$ cat src/hdl/chain_crf_label_count_accumulator_defines.svh
// Assertion helpers used by the count accumulator back end.
// Every check is sampled on the rising clock edge and is off while reset is low.
`ifndef CHAIN_CRF_LABEL_COUNT_ACCUMULATOR_DEFINES_SVH
`define CHAIN_CRF_LABEL_COUNT_ACCUMULATOR_DEFINES_SVH

// The consequent must hold in the same cycle as the antecedent.
`define CCLCA_ASSERT_IMP(name, ante, cons, msg) \
  name: assert property (@(posedge clk_i) disable iff (!rst_ni) (ante) |-> (cons)) \
    else $error(msg);

// The consequent must hold in the cycle after the antecedent.
`define CCLCA_ASSERT_NXT(name, ante, cons, msg) \
  name: assert property (@(posedge clk_i) disable iff (!rst_ni) (ante) |=> (cons)) \
    else $error(msg);

`endif

$ cat src/hdl/cclca_pkg.sv
package cclca_pkg;

  // Default sizes of the count tables.
  localparam int unsigned DEF_MAX_STATES = 16;
  localparam int unsigned DEF_UNIT_ROWS  = 4096;
  localparam int unsigned DEF_COUNT_BITS = 32;

  // Depth of the queue between the front and the back.
  localparam int unsigned QUEUE_DEPTH = 2;

  // Fixed field widths of the words on the ports.
  localparam int unsigned ACTION_W      = 2;
  localparam int unsigned LABEL_W       = 4;
  localparam int unsigned OFFSET_W      = 12;
  localparam int unsigned VALUE_W       = 8;
  localparam int unsigned SEL_W         = 2;
  localparam int unsigned IN_ROW_W      = 12;
  localparam int unsigned IN_COL_W      = 4;
  localparam int unsigned RESULT_W      = 32;
  localparam int unsigned LABEL_LIMIT_W = 5;

  // Configuration port.
  localparam int unsigned APB_ADDR_W = 3;
  localparam int unsigned APB_DATA_W = 32;
  localparam int unsigned REG_IDX_W  = APB_ADDR_W - 2;
  localparam logic [REG_IDX_W-1:0] REG_LABEL_LIMIT = '0;
  localparam logic [LABEL_LIMIT_W-1:0] LABEL_LIMIT_RST = LABEL_LIMIT_W'(16);

  // Action codes of an input word.
  localparam logic [ACTION_W-1:0] ACT_FEATURE = 2'd0;
  localparam logic [ACTION_W-1:0] ACT_READ    = 2'd1;
  localparam logic [ACTION_W-1:0] ACT_CLEAR   = 2'd2;

  // Kind of work queued for the back end.
  typedef enum logic [1:0] {
    CMD_FEATURE = 2'd0,
    CMD_READ    = 2'd1,
    CMD_CLEAR   = 2'd2
  } cmd_kind_e;

  // Table chosen by a read.
  typedef enum logic [SEL_W-1:0] {
    TBL_UNIT  = 2'd0,
    TBL_START = 2'd1,
    TBL_END   = 2'd2,
    TBL_TRANS = 2'd3
  } table_sel_e;

  // Classified command: which tables to bump, or what to read.
  typedef struct packed {
    cmd_kind_e  kind;
    logic       unit_en;
    logic       start_en;
    logic       trans_en;
    logic       end_en;
    table_sel_e sel;
    logic       rd_zero;
  } cmd_ctrl_t;

endpackage

$ cat src/hdl/cclca_fifo.sv
module cclca_fifo
  import cclca_pkg::*;
#(
  parameter int unsigned WIDTH = 8,
  parameter int unsigned DEPTH = QUEUE_DEPTH
) (
  input  logic             clk_i,
  input  logic             rst_ni,
  input  logic             push_i,
  input  logic [WIDTH-1:0] data_i,
  output logic             full_o,
  input  logic             pop_i,
  output logic             valid_o,
  output logic [WIDTH-1:0] data_o
);

  localparam int unsigned PtrW = (DEPTH > 1) ? $clog2(DEPTH) : 1;
  localparam int unsigned CntW = $clog2(DEPTH + 1);

  logic [WIDTH-1:0] mem_q [DEPTH];
  logic [PtrW-1:0]  wr_ptr_q, wr_ptr_d;
  logic [PtrW-1:0]  rd_ptr_q, rd_ptr_d;
  logic [CntW-1:0]  cnt_q, cnt_d;
  logic             push_ok, pop_ok;

  assign full_o  = (cnt_q == CntW'(DEPTH));
  assign valid_o = (cnt_q != '0);
  assign data_o  = mem_q[rd_ptr_q];
  assign push_ok = push_i && !full_o;
  assign pop_ok  = pop_i && valid_o;

  // Pointers wrap at the depth; the count tracks occupancy.
  always_comb begin
    wr_ptr_d = wr_ptr_q;
    rd_ptr_d = rd_ptr_q;
    cnt_d    = cnt_q;
    if (push_ok) begin
      wr_ptr_d = (wr_ptr_q == PtrW'(DEPTH - 1)) ? '0 : wr_ptr_q + PtrW'(1);
    end
    if (pop_ok) begin
      rd_ptr_d = (rd_ptr_q == PtrW'(DEPTH - 1)) ? '0 : rd_ptr_q + PtrW'(1);
    end
    if (push_ok && !pop_ok) begin
      cnt_d = cnt_q + CntW'(1);
    end else if (pop_ok && !push_ok) begin
      cnt_d = cnt_q - CntW'(1);
    end
  end

  always_ff @(posedge clk_i or negedge rst_ni) begin
    if (!rst_ni) begin
      wr_ptr_q <= '0;
      rd_ptr_q <= '0;
      cnt_q    <= '0;
    end else begin
      wr_ptr_q <= wr_ptr_d;
      rd_ptr_q <= rd_ptr_d;
      cnt_q    <= cnt_d;
    end
  end

  // Queue storage.
  always_ff @(posedge clk_i) begin
    if (push_ok) begin
      mem_q[wr_ptr_q] <= data_i;
    end
  end

endmodule

$ cat config.mk
export PLATFORM = sky130hd
export DESIGN_NAME = cclca_fifo
export DESIGN_NICKNAME = d
export VERILOG_FILES = /design/src/hdl/chain_crf_label_count_accumulator_defines.svh /design/src/hdl/cclca_pkg.sv /design/src/hdl/cclca_fifo.sv
export SDC_FILE = /design/constraint.sdc
export NUM_CORES = 1
export LEC_CHECK = 0
export ABC_CLOCK_PERIOD_IN_PS = 3500
export BUFFER_PORTS_ARGS = -buffer_cell sky130_fd_sc_hd__buf_4
export CAP_MARGIN = 40
export CORE_ASPECT_RATIO = 0.8
export CORE_MARGIN = 3
export CORE_UTILIZATION = 35
export DETAILED_ROUTE_END_ITERATION = 16
export GPL_TIMING_DRIVEN = 0
export PLACE_DENSITY = 0.53
export SETUP_SLACK_MARGIN = 0.1
export SLEW_MARGIN = 40
export SYNTH_ARGS = -nofsm -noshare
export SYNTH_HDL_FRONTEND = slang
export SYNTH_SLANG_ARGS = --single-unit
$ cat constraint.sdc
create_clock -name clk_i -period 3.5 [get_ports clk_i]
set_input_delay 0.525 -clock clk_i [delete_from_list [all_inputs] [get_ports clk_i]]
set_output_delay 0.525 -clock clk_i [all_outputs]
set_load 0.005 [all_outputs]
==> flow_metrics.py <==
metrics = {
    "clock_network": {
        "cts_tree": "done",
        "cts_max_level": 1,
        "clk_pin_slew_ps": 100,
        "clk_latency_ps": 290,
        "cts_buffer_depth": 2,
        "cts-root-buf": "clkbuf_4",
        "post_cts_resize_count": 0,
        "post_cts_buffers": 0,
        "clock_sinks": 20,
        "cts_buffers": 3,
    },
    "power_and_ir_drop": {
        "pwr-share-seq_pct": 48.2,
        "p_per_area_nw_per_um2": 739,
        "clkPwrFrac_pct": 14.0,
        "switching_share_pct": 28.9,
        "max-vdd-ir-drop_uv": 389,
        "power_switching_uw": 215,
        "p_leak_uw": 0.000415,
        "p_comb_share_pct": 37.8,
        "cellInternalPower_uw": 530,
    },
    "floorplanning": {
        "die_h_um": 48.4,
        "fp.dieW_um": 59.0,
        "die-area_um2": 2850,
        "rows": 14,
        "ios": 22,
        "core_area_um2": 2000,
        "initial_core_util_pct": 39.3,
    },
    "finish": {
        "diodes": 0,
        "fillers": 197,
        "layout_commonest_cell": "buf_4",
        "final_cell_mix": "buf_4, edfxtp_1, mux2_1, dfrtp_1",
        "final_cells": 94,
        "fin_util_pct": 50.6,
        "final_nets": 84,
        "area_delta_synth_final_pct": 28.5,
        "layout-drive-gt1-share_pct": 40.0,
    },
    "worst_setup_path": {
        "rr_startpoint": "cnt_q[0]",
        "r2r.worst_path.cells": 3,
        "reg2reg_slack_ps": 1880,
        "endpoint_kind": "output port",
        "r2r-end": "mem_q[0][1]",
        "critPathMaxFanout": 9,
        "worstPathArrival_ps": 1340,
        "critPathKind": "flop to output port",
        "cp-start-kind": "flop",
        "crit_start": "rd_ptr_q",
        "critical_path_required_ps": 2970,
    },
    "sta": {
        "slew_violations": 0,
        "skew_ps": 4.28,
        "max_freq_ghz": 0.535,
        "hold_violations": 0,
        "finalCritPeriodShare_pct": 53.4,
        "setup_viol": 0,
        "max_slew.worst_pin.slew_ps": 739,
        "rsz0062_at_grt": "false",
        "tns_ps": 0,
        "relSlewSlack_pct": 50.5,
        "holdWs_ps": 412,
        "post-route-min-period_ps": 1870,
    },
    "hold_path": {
        "min_from": "data_i[4]",
        "hold_class": "input port to flop",
        "hold_path_depth": 1,
        "hold_end": "mem_q[0][4]",
    },
    "grt": {
        "grt_pass1_wl_mm": 2.05,
        "grt_max_degree": 12,
        "antenna_found_initial": 0,
        "overflow": 0,
        "grt_use_total_pct": 9.86,
        "grt_pass1_vias": 447,
    },
    "synth": {
        "ys_warn_count": 0,
        "yosysUniqueCellTypes": 14,
        "avgSynthCellArea_um2": 17.9,
        "ys_ff_latch": 20,
        "synth_nets": 57,
        "seq_area_frac_synth_pct": 73.9,
        "synth_area_leaders": "edfxtp_1, dfrtp_1, mux2_1",
        "yosys.area.top_type": "edfxtp_1",
        "netlist.area_leader.share_pct": 61.1,
        "post_synth_instance_area_um2": 786,
        "syn_inst": 44,
    },
    "drt": {
        "routed_wl_mm": 1.20,
        "ant_nets": 0,
        "drt_iter0_markers": 4,
        "drc": 0,
        "vias_per_cell": 4.47,
        "wl_per_cell_um": 12.8,
        "drt-pass1-iter-count": 4,
        "via_count": 420,
    },
    "flow_run": {
        "maxCapViolCount": 0,
    },
    "placed_design": {
        "place_inst": 89,
        "port_buffers": 21,
        "gp_congestion": 0.684,
    },
    "run_status": {
        "status": "finished, final reports clean",
    },
}
[cells in the mapped netlist, drive strengths merged]
cell    count
dfrtp       4
xnor2       3
nand2       2
and3        1
buf         1
edfxtp     16
xor2        2
inv         2
nor2        2
mux2        8
or2         1
nand2b      1
ha          1
[worst max-delay path by stage]
stage,end,slack (ps),cells after the start
6_report,data_o[6],1630,3
5_1_grt,data_o[6],1550,3
3_3_place_gp,mem_q[0][2],1860,3
3_5_place_dp,mem_q[0][0],1870,3
2_1_floorplan,data_o[0],2140,2
4_1_cts,data_o[6],1600,3
[routing by layer]
metal / routed length (um) / vias up / global-route usage, %
met5: 0 / - / 0
met4: 13 / 0 / 4.53
met3: 50 / 2 / 4.26
met2: 649 / 9 / 16.5
met1: 488 / 201 / 10.5
li1: - / 208 / -
[cell families after synthesis]
family                     Yosys count  synth area share, %
DFF                                 20                 73.9
muxes                                8                 11.5
and+or+nand+nor                      7                 5.89
xor gates and xnor gates             5                 5.57
buffers and inverters                3                 1.59
adders and majority gates            1                 1.59
[area by class of cell]
| cell class | instances | area, um2 | area share, % |
|---|---|---|---|
| sequential | 20 | 581 | 57.5 |
| multi-input combinational | 21 | 193 | 19.1 |
| timing repair buffer | 22 | 168 | 16.6 |
| tap | 24 | 30.0 | 2.97 |
| clock buffer | 3 | 22.5 | 2.23 |
| inverter | 2 | 7.51 | 0.743 |
| buffer | 1 | 5.00 | 0.496 |
| clock inverter | 1 | 3.75 | 0.372 |
[power groups by stage]
stage,sequential (uW),combinational [uW],clock (uW)
CTS,361,290,109
global placement,363,286,0
finish,360,282,104
global route,368,315,124
detailed placement,366,287,0
floorplan,358,170,0
[flip-flops by register name, summed over array words and instances, names as in the netlist]
register,count
mem_q,16
cnt_q,2
rd_ptr_q,1
wr_ptr_q,1
[critical path, stage by stage (launching register included)]
cell	delay, ps
dfrtp_1	330
buf_2	230
mux2_1	360
buf_4	140
[what timing repair did]
item / 4_1_cts / 5_1_grt
hold buffers: 1 / 0
setup endpoints to repair: 0 / 0
endpoints found under the hold margin: 1 / 0
[through the flow]
stage	area (um2)	worst slack (ps)	total power (uW)
final	1010	1630	746
after global routing	1010	1550	807
after CTS	1010	1600	759
after detailed placement	973	1870	653
after global placement	973	1860	650
after floorplan	786	2140	528
(Power assumes the default switching activity.)
