## src/hdl/chain_crf_label_count_accumulator_defines.svh

```systemverilog
// Assertion helpers used by the count accumulator back end.
// Every check is sampled on the rising clock edge and is off while reset is low.
`ifndef CHAIN_CRF_LABEL_COUNT_ACCUMULATOR_DEFINES_SVH
`define CHAIN_CRF_LABEL_COUNT_ACCUMULATOR_DEFINES_SVH

// The consequent must hold in the same cycle as the antecedent.
`define CCLCA_ASSERT_IMP(name, ante, cons, msg) \
  name: assert property (@(posedge clk_i) disable iff (!rst_ni) (ante) |-> (cons)) \
    else $error(msg);

// The consequent must hold in the cycle after the antecedent.
`define CCLCA_ASSERT_NXT(name, ante, cons, msg) \
  name: assert property (@(posedge clk_i) disable iff (!rst_ni) (ante) |=> (cons)) \
    else $error(msg);

`endif

```

## src/hdl/cclca_pkg.sv

```systemverilog
package cclca_pkg;

  // Default sizes of the count tables.
  localparam int unsigned DEF_MAX_STATES = 16;
  localparam int unsigned DEF_UNIT_ROWS  = 4096;
  localparam int unsigned DEF_COUNT_BITS = 32;

  // Depth of the queue between the front and the back.
  localparam int unsigned QUEUE_DEPTH = 2;

  // Fixed field widths of the words on the ports.
  localparam int unsigned ACTION_W      = 2;
  localparam int unsigned LABEL_W       = 4;
  localparam int unsigned OFFSET_W      = 12;
  localparam int unsigned VALUE_W       = 8;
  localparam int unsigned SEL_W         = 2;
  localparam int unsigned IN_ROW_W      = 12;
  localparam int unsigned IN_COL_W      = 4;
  localparam int unsigned RESULT_W      = 32;
  localparam int unsigned LABEL_LIMIT_W = 5;

  // Configuration port.
  localparam int unsigned APB_ADDR_W = 3;
  localparam int unsigned APB_DATA_W = 32;
  localparam int unsigned REG_IDX_W  = APB_ADDR_W - 2;
  localparam logic [REG_IDX_W-1:0] REG_LABEL_LIMIT = '0;
  localparam logic [LABEL_LIMIT_W-1:0] LABEL_LIMIT_RST = LABEL_LIMIT_W'(16);

  // Action codes of an input word.
  localparam logic [ACTION_W-1:0] ACT_FEATURE = 2'd0;
  localparam logic [ACTION_W-1:0] ACT_READ    = 2'd1;
  localparam logic [ACTION_W-1:0] ACT_CLEAR   = 2'd2;

  // Kind of work queued for the back end.
  typedef enum logic [1:0] {
    CMD_FEATURE = 2'd0,
    CMD_READ    = 2'd1,
    CMD_CLEAR   = 2'd2
  } cmd_kind_e;

  // Table chosen by a read.
  typedef enum logic [SEL_W-1:0] {
    TBL_UNIT  = 2'd0,
    TBL_START = 2'd1,
    TBL_END   = 2'd2,
    TBL_TRANS = 2'd3
  } table_sel_e;

  // Classified command: which tables to bump, or what to read.
  typedef struct packed {
    cmd_kind_e  kind;
    logic       unit_en;
    logic       start_en;
    logic       trans_en;
    logic       end_en;
    table_sel_e sel;
    logic       rd_zero;
  } cmd_ctrl_t;

endpackage

```

## src/hdl/cclca_front.sv

```systemverilog
module cclca_front
  import cclca_pkg::*;
#(
  parameter int unsigned MAX_STATES = DEF_MAX_STATES,
  parameter int unsigned UNIT_ROWS  = DEF_UNIT_ROWS,
  localparam int unsigned ColW      = $clog2(MAX_STATES),
  localparam int unsigned RowW      = $clog2(UNIT_ROWS),
  localparam int unsigned UnitAw    = RowW + ColW,
  localparam int unsigned TransAw   = 2 * ColW
) (
  input  logic                     clk_i,
  input  logic                     rst_ni,
  input  logic [LABEL_LIMIT_W-1:0] label_limit_i,
  input  logic                     in_valid_i,
  output logic                     in_ready_o,
  input  logic [ACTION_W-1:0]      action_i,
  input  logic [LABEL_W-1:0]       label_i,
  input  logic [OFFSET_W-1:0]      feature_offset_i,
  input  logic [VALUE_W-1:0]       feature_value_i,
  input  logic                     node_done_i,
  input  logic                     sequence_done_i,
  input  logic [SEL_W-1:0]         table_select_i,
  input  logic [IN_ROW_W-1:0]      read_row_i,
  input  logic [IN_COL_W-1:0]      read_col_i,
  input  logic                     clearing_i,
  input  logic                     q_full_i,
  output logic                     q_push_o,
  output cmd_ctrl_t                ctrl_o,
  output logic [UnitAw-1:0]        unit_addr_o,
  output logic [TransAw-1:0]       trans_addr_o,
  output logic [ColW-1:0]          col_o
);

  localparam int unsigned UrowW = OFFSET_W + 1;

  logic [LABEL_W-1:0] prev_label_q, prev_label_d;
  logic               have_prev_q, have_prev_d;
  logic               accept;
  logic               needed;
  logic               label_ok, prev_ok, col_ok;
  logic [UrowW-1:0]   unit_row;
  logic               unit_hit;

  // Words are taken whenever the queue has room and no clearing pass runs.
  assign in_ready_o = !q_full_i && !clearing_i;
  assign accept     = in_valid_i && in_ready_o;
  assign q_push_o   = accept && needed;

  // Label checks against the active number of states.
  assign label_ok = ({1'b0, label_i} < label_limit_i) && (int'(label_i) < MAX_STATES);
  assign prev_ok  = ({1'b0, prev_label_q} < label_limit_i) && (int'(prev_label_q) < MAX_STATES);
  assign col_ok   = (int'(read_col_i) < MAX_STATES);

  // Unit row of a feature level: offset plus level minus one.
  assign unit_row = UrowW'(feature_offset_i) + UrowW'(feature_value_i) - UrowW'(1);
  assign unit_hit = (feature_value_i != '0) && label_ok && (int'(unit_row) < UNIT_ROWS);

  // Classify the word into a command for the back end.
  always_comb begin
    ctrl_o       = '0;
    unit_addr_o  = '0;
    trans_addr_o = '0;
    col_o        = '0;
    needed       = 1'b0;
    case (action_i)
      ACT_FEATURE: begin
        ctrl_o.kind     = CMD_FEATURE;
        ctrl_o.unit_en  = unit_hit;
        ctrl_o.start_en = node_done_i && !have_prev_q && label_ok;
        ctrl_o.trans_en = node_done_i && have_prev_q && label_ok && prev_ok;
        ctrl_o.end_en   = node_done_i && sequence_done_i && label_ok;
        unit_addr_o     = {RowW'(unit_row), ColW'(label_i)};
        trans_addr_o    = {ColW'(prev_label_q), ColW'(label_i)};
        col_o           = ColW'(label_i);
        needed          = ctrl_o.unit_en || ctrl_o.start_en || ctrl_o.trans_en
                          || ctrl_o.end_en;
      end
      ACT_READ: begin
        ctrl_o.kind  = CMD_READ;
        ctrl_o.sel   = table_sel_e'(table_select_i);
        unit_addr_o  = {RowW'(read_row_i), ColW'(read_col_i)};
        trans_addr_o = {ColW'(read_row_i), ColW'(read_col_i)};
        col_o        = ColW'(read_col_i);
        needed       = 1'b1;
        case (table_sel_e'(table_select_i))
          TBL_UNIT:  ctrl_o.rd_zero = !(col_ok && (int'(read_row_i) < UNIT_ROWS));
          TBL_START: ctrl_o.rd_zero = !col_ok;
          TBL_END:   ctrl_o.rd_zero = !col_ok;
          TBL_TRANS: ctrl_o.rd_zero = !(col_ok && (int'(read_row_i) < MAX_STATES));
          default:   ctrl_o.rd_zero = 1'b1;
        endcase
      end
      ACT_CLEAR: begin
        ctrl_o.kind = CMD_CLEAR;
        needed      = 1'b1;
      end
      default: begin
        needed = 1'b0;
      end
    endcase
  end

  // Chain position: the last node of a sequence ends the chain.
  always_comb begin
    prev_label_d = prev_label_q;
    have_prev_d  = have_prev_q;
    if (accept && (action_i == ACT_FEATURE) && node_done_i) begin
      if (sequence_done_i) begin
        have_prev_d = 1'b0;
      end else begin
        prev_label_d = label_i;
        have_prev_d  = 1'b1;
      end
    end
  end

  always_ff @(posedge clk_i or negedge rst_ni) begin
    if (!rst_ni) begin
      prev_label_q <= '0;
      have_prev_q  <= 1'b0;
    end else begin
      prev_label_q <= prev_label_d;
      have_prev_q  <= have_prev_d;
    end
  end

endmodule

```

## config.mk

```make
export PLATFORM = sky130hd
export DESIGN_NAME = cclca_front
export DESIGN_NICKNAME = d
export VERILOG_FILES = /design/src/hdl/chain_crf_label_count_accumulator_defines.svh /design/src/hdl/cclca_pkg.sv /design/src/hdl/cclca_front.sv
export SDC_FILE = /design/constraint.sdc
export NUM_CORES = 1
export LEC_CHECK = 0
export BUFFER_PORTS_ARGS = -buffer_cell sky130_fd_sc_hd__buf_2
export CORE_AREA = 2 2 68 63
export CTS_CLUSTER_DIAMETER = 40
export CTS_CLUSTER_SIZE = 8
export DETAILED_ROUTE_END_ITERATION = 6
export DIE_AREA = 0 0 70 65
export PLACE_DENSITY_LB_ADDON = 0.08
export REMOVE_ABC_BUFFERS = 1
export SLEW_MARGIN = 20
export SYNTH_ARGS = -nofsm -noshare
export SYNTH_HDL_FRONTEND = slang
export SYNTH_SLANG_ARGS = --single-unit
```

## constraint.sdc

```tcl
create_clock -name clk_i -period 7.4 [get_ports clk_i]
set_input_delay 2.22 -clock clk_i [delete_from_list [all_inputs] [get_ports clk_i]]
set_output_delay 2.22 -clock clk_i [all_outputs]
set_load 0.05 [all_outputs]
```

==> impl_metrics.py, run 1 <==
metrics = {
    "floorplan": {
        "die_h_um": 65,
        "core_area_mm2": 0.00391,
        "initial_core_util": 0.381,
        "ios": 95,
        "dieArea_mm2": 0.00455,
        "die_x_um": 70,
        "row_count": 22,
    },
    "setup_path": {
        "r2r_cells": 1,
        "crit_chain": "buf_2 -> inv_1 -> ha_1 -> inv_1 -> ha_1 -> inv_1 -> fa_1 -> nor2b_1 -> o211ai_1 -> a21oi_1 -> o41ai_1 -> nand4_1 -> o211ai_1 -> buf_2",
        "required_ns": 5.18,
        "critPathMostFrequentCell": "inv_1",
        "critPathKind": "input port to output pin",
        "max_stage_delay_ns": 0.49,
        "cp.arrival_ns": 4.60,
        "worst-r2r-setup-slack_ns": 6.60,
        "cp.depth": 14,
        "cp_num_buf_inv": 5,
        "cp_max_fo": 3,
        "cp-end-kind": "output pin",
        "cpMaxStageDelayCell": "o41ai_1",
        "worstReg2RegStart": "prev_label_q[1]",
        "critPathTopFamily": "compound AO/OA/AOI/OAI gates",
        "timing.rr.end": "prev_label_q[1]",
        "start_kind": "input port",
    },
    "global_routing": {
        "grt_start_max_net_pins": 21,
        "grt_pass1_vias": 1542,
        "grt_pass1_wl_um": 6700,
        "grt_util_all_layers": 0.177,
        "gr-total-overflow": 0,
        "antenna_found_initial": 0,
    },
    "clock_network": {
        "cts_setup_buffers": 0,
        "insertion_delay_ns": 0.22,
        "htree_levels": 1,
        "cts_hold_buf": 0,
        "clk_pin_slew_ns": 0.03,
        "cts.path.max_buffers": 2,
        "cts_made_buffers": 3,
        "clock-root-buffer": "clkbuf_8",
        "clock-sinks": 5,
        "cts_resized": 0,
        "cts_tree": "done",
    },
    "run": {
        "cap_violations": 0,
    },
    "synthesis": {
        "ys_types": 43,
        "synth_cells": 210,
        "synth_edf_count": 0,
        "synth_top_area_cell": "ha_1",
        "ys_seq_area_frac": 0.0840,
        "synth_top_area_frac": 0.244,
        "ys.flop_type": "dfrtp_1",
        "synth_area_leaders": "ha_1 (24%), inv_1 (12%), dfrtp_1 (8.4%)",
        "synth_seq_cells": 5,
        "yosysWarnings": 0,
        "synth.avg_cell_area_um2": 7.09,
        "syn-cell-area_mm2": 0.00149,
        "async_flop_share": 1.00,
    },
    "final_layout": {
        "fin_cells": 345,
        "drive_gt1_frac": 0.367,
        "nets": 384,
        "final_cell_mix": "buf_2 (94), inv_1 (46), ha_1 (29), nand2_1 (24), o21ai_0 (15)",
        "area_growth_pct": 34.1,
        "layout_commonest_cell": "buf_2",
        "fillers": 421,
        "antenna_cells": 0,
    },
    "drt": {
        "ant_nets": 0,
        "wl_per_cell_um": 11.5,
        "vias_per_cell": 4.86,
        "dr.pass1.iters": 5,
        "vias": 1676,
        "wirelength_um": 3960,
        "drt_iter0_markers": 46,
        "drc": 0,
    },
    "timing": {
        "period_needed_ns": 6.82,
        "fmax_mhz": 147,
        "slew_violations": 0,
        "period_share": 0.921,
        "slew_headroom": 0.488,
        "worstMarginPinSlew_ns": 0.768,
        "hold_ws_ns": 0.522,
        "clock_skew_ns": 0,
        "rsz0062_at_grt": "false",
        "hold_viol_final": 0,
        "final-setup-viol-count": 0,
    },
    "status": {
        "outcome": "completed",
    },
    "power_and_ir_drop": {
        "leakagePower_nw": 1.23,
        "p_total_mw": 0.273,
        "p_per_area_mw_per_mm2": 136,
        "vdd_drop_max_v": 0.000103,
    },
    "placement": {
        "dp_hpwl_um": 3420,
        "place.gp.congestion": 0.794,
        "port_buffers": 94,
        "placed_cells": 341,
    },
    "min_path": {
        "min_to": "have_prev_q",
        "hold_path_class": "register to register",
        "min-delay-start": "have_prev_q",
        "hold_depth": 1,
    },
}
-- Yosys cell counts, types with 4 or more instances --
library cell and number:
a22o_1 6, nand2_1 24, nor4_1 4, nor2_1 10, o21ai_0 15, mux2_2 4, dfrtp_1 5, a21oi_1 8
buf_4 8, xnor2_1 5, inv_1 46, clkbuf_1 4, ha_1 29
-- worst max path at each step --
stage                             start               to  slack (ns)
finish               feature_value_i[1]  unit_addr_o[15]        0.58
CTS                 feature_offset_i[1]  unit_addr_o[13]        0.58
global placement    feature_offset_i[1]  unit_addr_o[13]        0.62
global route        feature_offset_i[1]  unit_addr_o[15]        0.36
floorplan           feature_offset_i[1]  unit_addr_o[13]       -0.38
detailed placement  feature_offset_i[1]  unit_addr_o[13]        0.60
-- metal layers --
layer / track usage / up-vias / share of wire
met2: 0.315 / 55 / 0.46
met5: 0 / - / 0
met3: 0.0264 / 4 / 0.066
met1: 0.230 / 736 / 0.47
li1: - / 881 / -
met4: 0.0288 / 0 / 0.0040
-- state kept, by name, indices dropped and copies added, names as in the netlist --
signal and count:
prev_label_q 4, have_prev_q 1
-- cell type report --
class                   count  area [um^2]  share of cell area
clock buffers               4         45.0              0.0226
repair buffers             95          478               0.239
inverters                  46          173              0.0865
flip-flops and latches      5          125              0.0627
multi-input cells         147         1120               0.559
well taps                  48         60.1              0.0301
-- power breakdown --
group / leakage, nW / total, mW / internal, mW / switching, mW
clock network: 0.0228 / 0.0514 / 0.0371 / 0.0144
registers: 0.0661 / 0.0352 / 0.0315 / 0.00373
logic: 1.14 / 0.186 / 0.0641 / 0.122
total: 1.23 / 0.273 / 0.133 / 0.140
-- cells by family after synthesis --
| family | after synthesis | share of synthesized area |
|---|---|---|
| compound gates | 48 | 0.228 |
| xor+xnor | 8 | 0.0471 |
| mux | 4 | 0.0302 |
| simple gates | 57 | 0.187 |
| flops | 5 | 0.0840 |
| fa+ha+maj | 30 | 0.257 |
| buf+inv | 58 | 0.166 |
-- metrics by stage --
stage | area [um^2] | setup TNS, ns | util | setup slack (ns)
floorplan | 1410 | -0.377 | - | -0.377
global placement | 1950 | 0 | 0.499 | 0.616
detailed placement | 1950 | 0 | 0.499 | 0.596
CTS | 2000 | 0 | 0.511 | 0.581
global route | 2000 | 0 | 0.511 | 0.361
finish | 2000 | 0 | 0.511 | 0.582
No activity file was read; power rests on OpenSTA's default activity.
==> run 2: changes to the inputs <==
- CORE_AREA: 2 2 68 63 -> 2 2 78 72
- DIE_AREA: 0 0 70 65 -> 0 0 80 74
==> run 2 against run 1 <==
Against the previous run:
- hold slack lost 0.0060 ns
- sequential share of layout area shrank 0.074 points
- combinational power is essentially flat
- clock power shrank 2%
- clock-buffer cell count is the same
==> impl_metrics.py, run 2 (synthesized netlist as in run 1, its figures left out) <==
metrics = {
    "drt": {
        "drt_iter0_markers": 23,
        "drc": 0,
        "dr.pass1.iters": 4,
        "ant_nets": 0,
        "vias": 1648,
        "wirelength_um": 4120,
        "vias_per_cell": 4.53,
        "wl_per_cell_um": 11.3,
    },
    "floorplan": {
        "row_count": 25,
        "die_h_um": 74,
        "initial_core_util": 0.290,
        "ios": 95,
        "die_x_um": 80,
        "dieArea_mm2": 0.00592,
        "core_area_mm2": 0.00513,
    },
    "placement": {
        "port_buffers": 94,
        "place.gp.congestion": 0.743,
        "placed_cells": 360,
        "dpl-instance-area_mm2": 0.00198,
        "dp_hpwl_um": 3620,
    },
    "setup_path": {
        "cp.arrival_ns": 4.60,
        "crit_chain": "buf_2 -> inv_1 -> ha_1 -> inv_1 -> ha_1 -> inv_1 -> fa_1 -> nor2b_1 -> o211ai_1 -> a21oi_1 -> o21ai_0 -> o311ai_0 -> buf_2",
        "critPathTopFamily": "adder cells",
        "critPathMostFrequentCell": "inv_1",
        "cpMaxStageDelayCell": "fa_1",
        "cp_num_buf_inv": 5,
        "start_kind": "input port",
        "required_ns": 5.18,
        "cp-end-kind": "output pin",
        "critPathKind": "input port to output pin",
        "cp_max_fo": 3,
        "max_stage_delay_ns": 0.40,
    },
    "clock_network": {
        "cts_setup_buffers": 0,
        "cts_hold_buf": 0,
        "htree_levels": 1,
        "clock-sinks": 5,
        "clock-root-buffer": "clkbuf_8",
        "cts_made_buffers": 3,
        "cts_tree": "done",
        "cts.path.max_buffers": 2,
        "clk_pin_slew_ns": 0.04,
        "cts_resized": 0,
        "insertion_delay_ns": 0.22,
    },
    "final_layout": {
        "fin_cells": 364,
        "nets": 384,
        "drive_gt1_frac": 0.367,
        "post-route-cell-area_mm2": 0.00202,
        "reg_top3": "prev_label_q x4, have_prev_q x1",
        "final_cell_mix": "buf_2 (94), inv_1 (46), ha_1 (29), nand2_1 (24), o21ai_0 (15)",
        "regMostFlops": "prev_label_q",
        "antenna_cells": 0,
        "area_growth_pct": 35.7,
        "layout_commonest_cell": "buf_2",
        "largest_reg_flops": 4,
        "post-route-util": 0.394,
    },
    "timing": {
        "slew_headroom": 0.517,
        "final-setup-viol-count": 0,
        "period_needed_ns": 6.82,
        "fmax_mhz": 147,
        "hold_viol_final": 0,
        "fin_tns_setup_ns": 0,
        "slew_violations": 0,
        "rsz0062_at_grt": "false",
        "clock_skew_ns": 0,
        "worstMarginPinSlew_ns": 0.725,
        "period_share": 0.922,
    },
    "global_routing": {
        "grt_pass1_vias": 1545,
        "gr-total-overflow": 0,
        "grt_start_max_net_pins": 21,
        "antenna_found_initial": 0,
        "grt_pass1_wl_um": 6780,
        "grt_util_all_layers": 0.139,
    },
    "run": {
        "cap_violations": 0,
    },
    "power_and_ir_drop": {
        "vdd_drop_max_v": 0.000134,
        "p_total_mw": 0.272,
        "leakagePower_nw": 1.23,
        "p_per_area_mw_per_mm2": 135,
    },
    "status": {
        "outcome": "completed",
    },
    "min_path": {
        "hold_path_class": "register to register",
    },
}
run 2: layout make-up:
type                       instances  area, um^2
sequential                         5         125
inverter                          46         173
timing repair buffer              95         478
fill                             588        3110
multi-input combinational        147        1120
clock buffer                       4        45.0
tap                               67        83.8
run 2: worst paths after layout:
check	slack (ns)	endpoint	cells after the start	from
worst max-delay path	0.58	unit_addr_o[13]	13	feature_value_i[1]
worst min-delay path	0.52	have_prev_q	1	have_prev_q
max in group asynchronous	5.46	prev_label_q[1]	1	rst_ni
worst max register to register	6.61	prev_label_q[2]	1	prev_label_q[2]
min in group asynchronous	1.81	have_prev_q	1	rst_ni
worst min register to register	0.52	have_prev_q	1	have_prev_q
run 2: report_power, final:
part | internal, mW | leakage, nW | switching [mW]
clock | 0.0370 | 0.0228 | 0.0135
sequential | 0.0315 | 0.0661 | 0.00371
combinational | 0.0638 | 1.14 | 0.123
total | 0.132 | 1.23 | 0.140
run 2: per-layer routing:
metal | track usage | up-vias | share of wire
met5 | 0 | - | 0
met4 | 0.0169 | 0 | 0
met3 | 0.0231 | 0 | 0.062
met2 | 0.234 | 51 | 0.45
met1 | 0.195 | 721 | 0.49
li1 | - | 876 | -
run 2: stage by stage:
step	setup WS, ns	hold slack, ns
2_1_floorplan	-0.377	0.479
3_3_place_gp	0.562	0.517
3_5_place_dp	0.593	0.509
4_1_cts	0.575	0.517
5_1_grt	0.288	0.534
6_report	0.580	0.516
==> run 3: changes to the inputs <==
- CTS_CLUSTER_SIZE: 8 -> not set
- REMOVE_ABC_BUFFERS: 1 -> not set
- TNS_END_PERCENT: not set -> 50
==> run 3 against run 2 <==
Against the previous run:
- die area did not move
- clock-buffer cell count did not move
- global-route usage rose by 0.084 points
- combinational power barely moved
==> impl_metrics.py, run 3 (synthesized netlist as in run 1, its figures left out) <==
metrics = {
    "timing": {
        "slew_headroom": 0.482,
        "fin_tns_setup_ns": 0,
        "period_needed_ns": 6.80,
        "layout_setup_ws_ns": 0.601,
        "fmax_mhz": 147,
        "final-setup-viol-count": 0,
        "rsz0062_at_grt": "false",
        "hold_viol_final": 0,
        "period_share": 0.919,
        "clock_skew_ns": 0,
        "slew_violations": 0,
        "worstMarginPinSlew_ns": 0.777,
    },
    "setup_path": {
        "critPathKind": "input port to output pin",
        "max_stage_delay_ns": 0.41,
        "required_ns": 5.18,
        "start_kind": "input port",
        "critPathMostFrequentCell": "inv_1",
        "cp-end-kind": "output pin",
        "worst-r2r-setup-slack_ns": 6.62,
        "timing.rr.end": "prev_label_q[1]",
        "worstReg2RegStart": "prev_label_q[1]",
        "cp_max_fo": 3,
        "r2r_cells": 1,
        "crit_chain": "buf_2 -> inv_1 -> ha_1 -> inv_1 -> ha_1 -> inv_1 -> fa_1 -> nor2b_1 -> o211ai_1 -> a21oi_1 -> o21ai_0 -> o311ai_1 -> buf_2",
        "cp.arrival_ns": 4.58,
        "cpMaxStageDelayCell": "fa_1",
    },
    "drt": {
        "vias_per_cell": 4.49,
        "wirelength_um": 4240,
        "wl_per_cell_um": 11.6,
        "drt_iter0_markers": 24,
        "dr.pass1.iters": 4,
        "vias": 1635,
        "drc": 0,
        "ant_nets": 0,
    },
    "final_layout": {
        "reg_top3": "prev_label_q x4, have_prev_q x1",
        "area_growth_pct": 35.7,
        "layout_commonest_cell": "buf_2",
        "largest_reg_flops": 4,
        "fillers": 565,
        "regMostFlops": "prev_label_q",
        "nets": 384,
        "drive_gt1_frac": 0.367,
        "final_cell_mix": "buf_2 (94), inv_1 (46), ha_1 (29), nand2_1 (24), o21ai_0 (15)",
        "antenna_cells": 0,
    },
    "power_and_ir_drop": {
        "p_sw_mw": 0.140,
        "leakagePower_nw": 1.23,
        "vdd_drop_max_v": 0.0000679,
        "combPwrFrac": 0.683,
        "power_frac_clock": 0.187,
        "switching_share": 0.514,
        "p_per_area_mw_per_mm2": 135,
        "p_int_mw": 0.132,
        "seq_power_share": 0.130,
    },
    "clock_network": {
        "clock-sinks": 5,
        "htree_levels": 1,
        "cts_resized": 0,
        "clk_pin_slew_ns": 0.04,
        "cts_tree": "done",
        "insertion_delay_ns": 0.22,
        "clock-root-buffer": "clkbuf_8",
        "cts_hold_buf": 0,
        "cts_setup_buffers": 0,
        "cts.path.max_buffers": 2,
        "cts_made_buffers": 3,
    },
    "floorplan": {
        "initial_core_util": 0.290,
        "ios": 95,
        "row_count": 25,
        "die_h_um": 74,
        "core_area_mm2": 0.00513,
        "dieArea_mm2": 0.00592,
        "die_x_um": 80,
    },
    "synthesis": {
        "syn-num-nets": 296,
    },
    "min_path": {
        "hold_path_class": "register to register",
        "min_to": "have_prev_q",
        "min-delay-start": "have_prev_q",
        "hold_depth": 1,
    },
    "global_routing": {
        "grt_pass1_vias": 1524,
        "grt_util_all_layers": 0.140,
        "grt_start_max_net_pins": 21,
        "antenna_found_initial": 0,
        "grt_pass1_wl_um": 6660,
        "gr-total-overflow": 0,
    },
    "placement": {
        "place.gp.congestion": 0.735,
        "port_buffers": 94,
        "pre_cts_slack_ns": 0.611,
        "dp_hpwl_um": 3690,
    },
    "status": {
        "outcome": "completed",
    },
    "run": {
        "cap_violations": 0,
    },
}
==> run 3: cell counts in the layout (fill, tap and decap cells not counted) <==
Identical to the previous run, type by type.
==> run 3: per-layer routing <==
metal	track usage	wire (um)
met2	0.242	1860
met3	0.0231	295
met5	0	0
met1	0.189	2080
met4	0.0226	0
==> run 3: power by group through the flow <==
stage / sequential [mW] / combinational [mW] / clock [mW]
CTS: 0.0358 / 0.188 / 0.0512
global placement: 0.0358 / 0.188 / 0
global route: 0.0363 / 0.206 / 0.0536
detailed placement: 0.0361 / 0.187 / 0
floorplan: 0.0341 / 0.144 / 0
finish: 0.0355 / 0.186 / 0.0508
==> run 3: worst max-delay path by stage <==
stage | startpoint | end | slack (ns) | cells after the start
global route | feature_offset_i[1] | unit_addr_o[13] | 0.38 | 13
CTS | feature_value_i[2] | q_push_o | 0.60 | 12
global placement | feature_value_i[2] | q_push_o | 0.60 | 12
floorplan | feature_offset_i[1] | unit_addr_o[13] | 0.21 | 11
detailed placement | feature_value_i[2] | q_push_o | 0.61 | 12
finish | feature_offset_i[1] | unit_addr_o[13] | 0.60 | 13
==> run 3: final cells by class <==
class | count | area [um^2] | share of cell area
clock buffer | 4 | 45.0 | 0.0223
inverter | 46 | 173 | 0.0854
multi-input combinational | 147 | 1120 | 0.552
tap | 67 | 83.8 | 0.0415
timing repair buffer | 95 | 478 | 0.237
sequential | 5 | 125 | 0.0619
==> run 3: critical path: cells and delay by family <==
kind                       cells  cell delay [ns]
buffers and inverters          5             0.55
AOI/OAI and AO/OA              4             0.74
and+or+nand+nor                1             0.17
adders and majority gates      3             0.89
==> run 3: stage by stage <==
stage / util / cell area, um^2 / std cells / hold slack (ns) / total power, mW
after global placement: 0.385 / 1980 / 360 / 0.537 / 0.224
after floorplan: - / 1490 / 210 / 0.479 / 0.178
final: 0.394 / 2020 / 364 / 0.551 / 0.272
after global routing: 0.394 / 2020 / 364 / 0.597 / 0.295
after CTS: 0.394 / 2020 / 364 / 0.560 / 0.275
after detailed placement: 0.385 / 1980 / 360 / 0.552 / 0.223
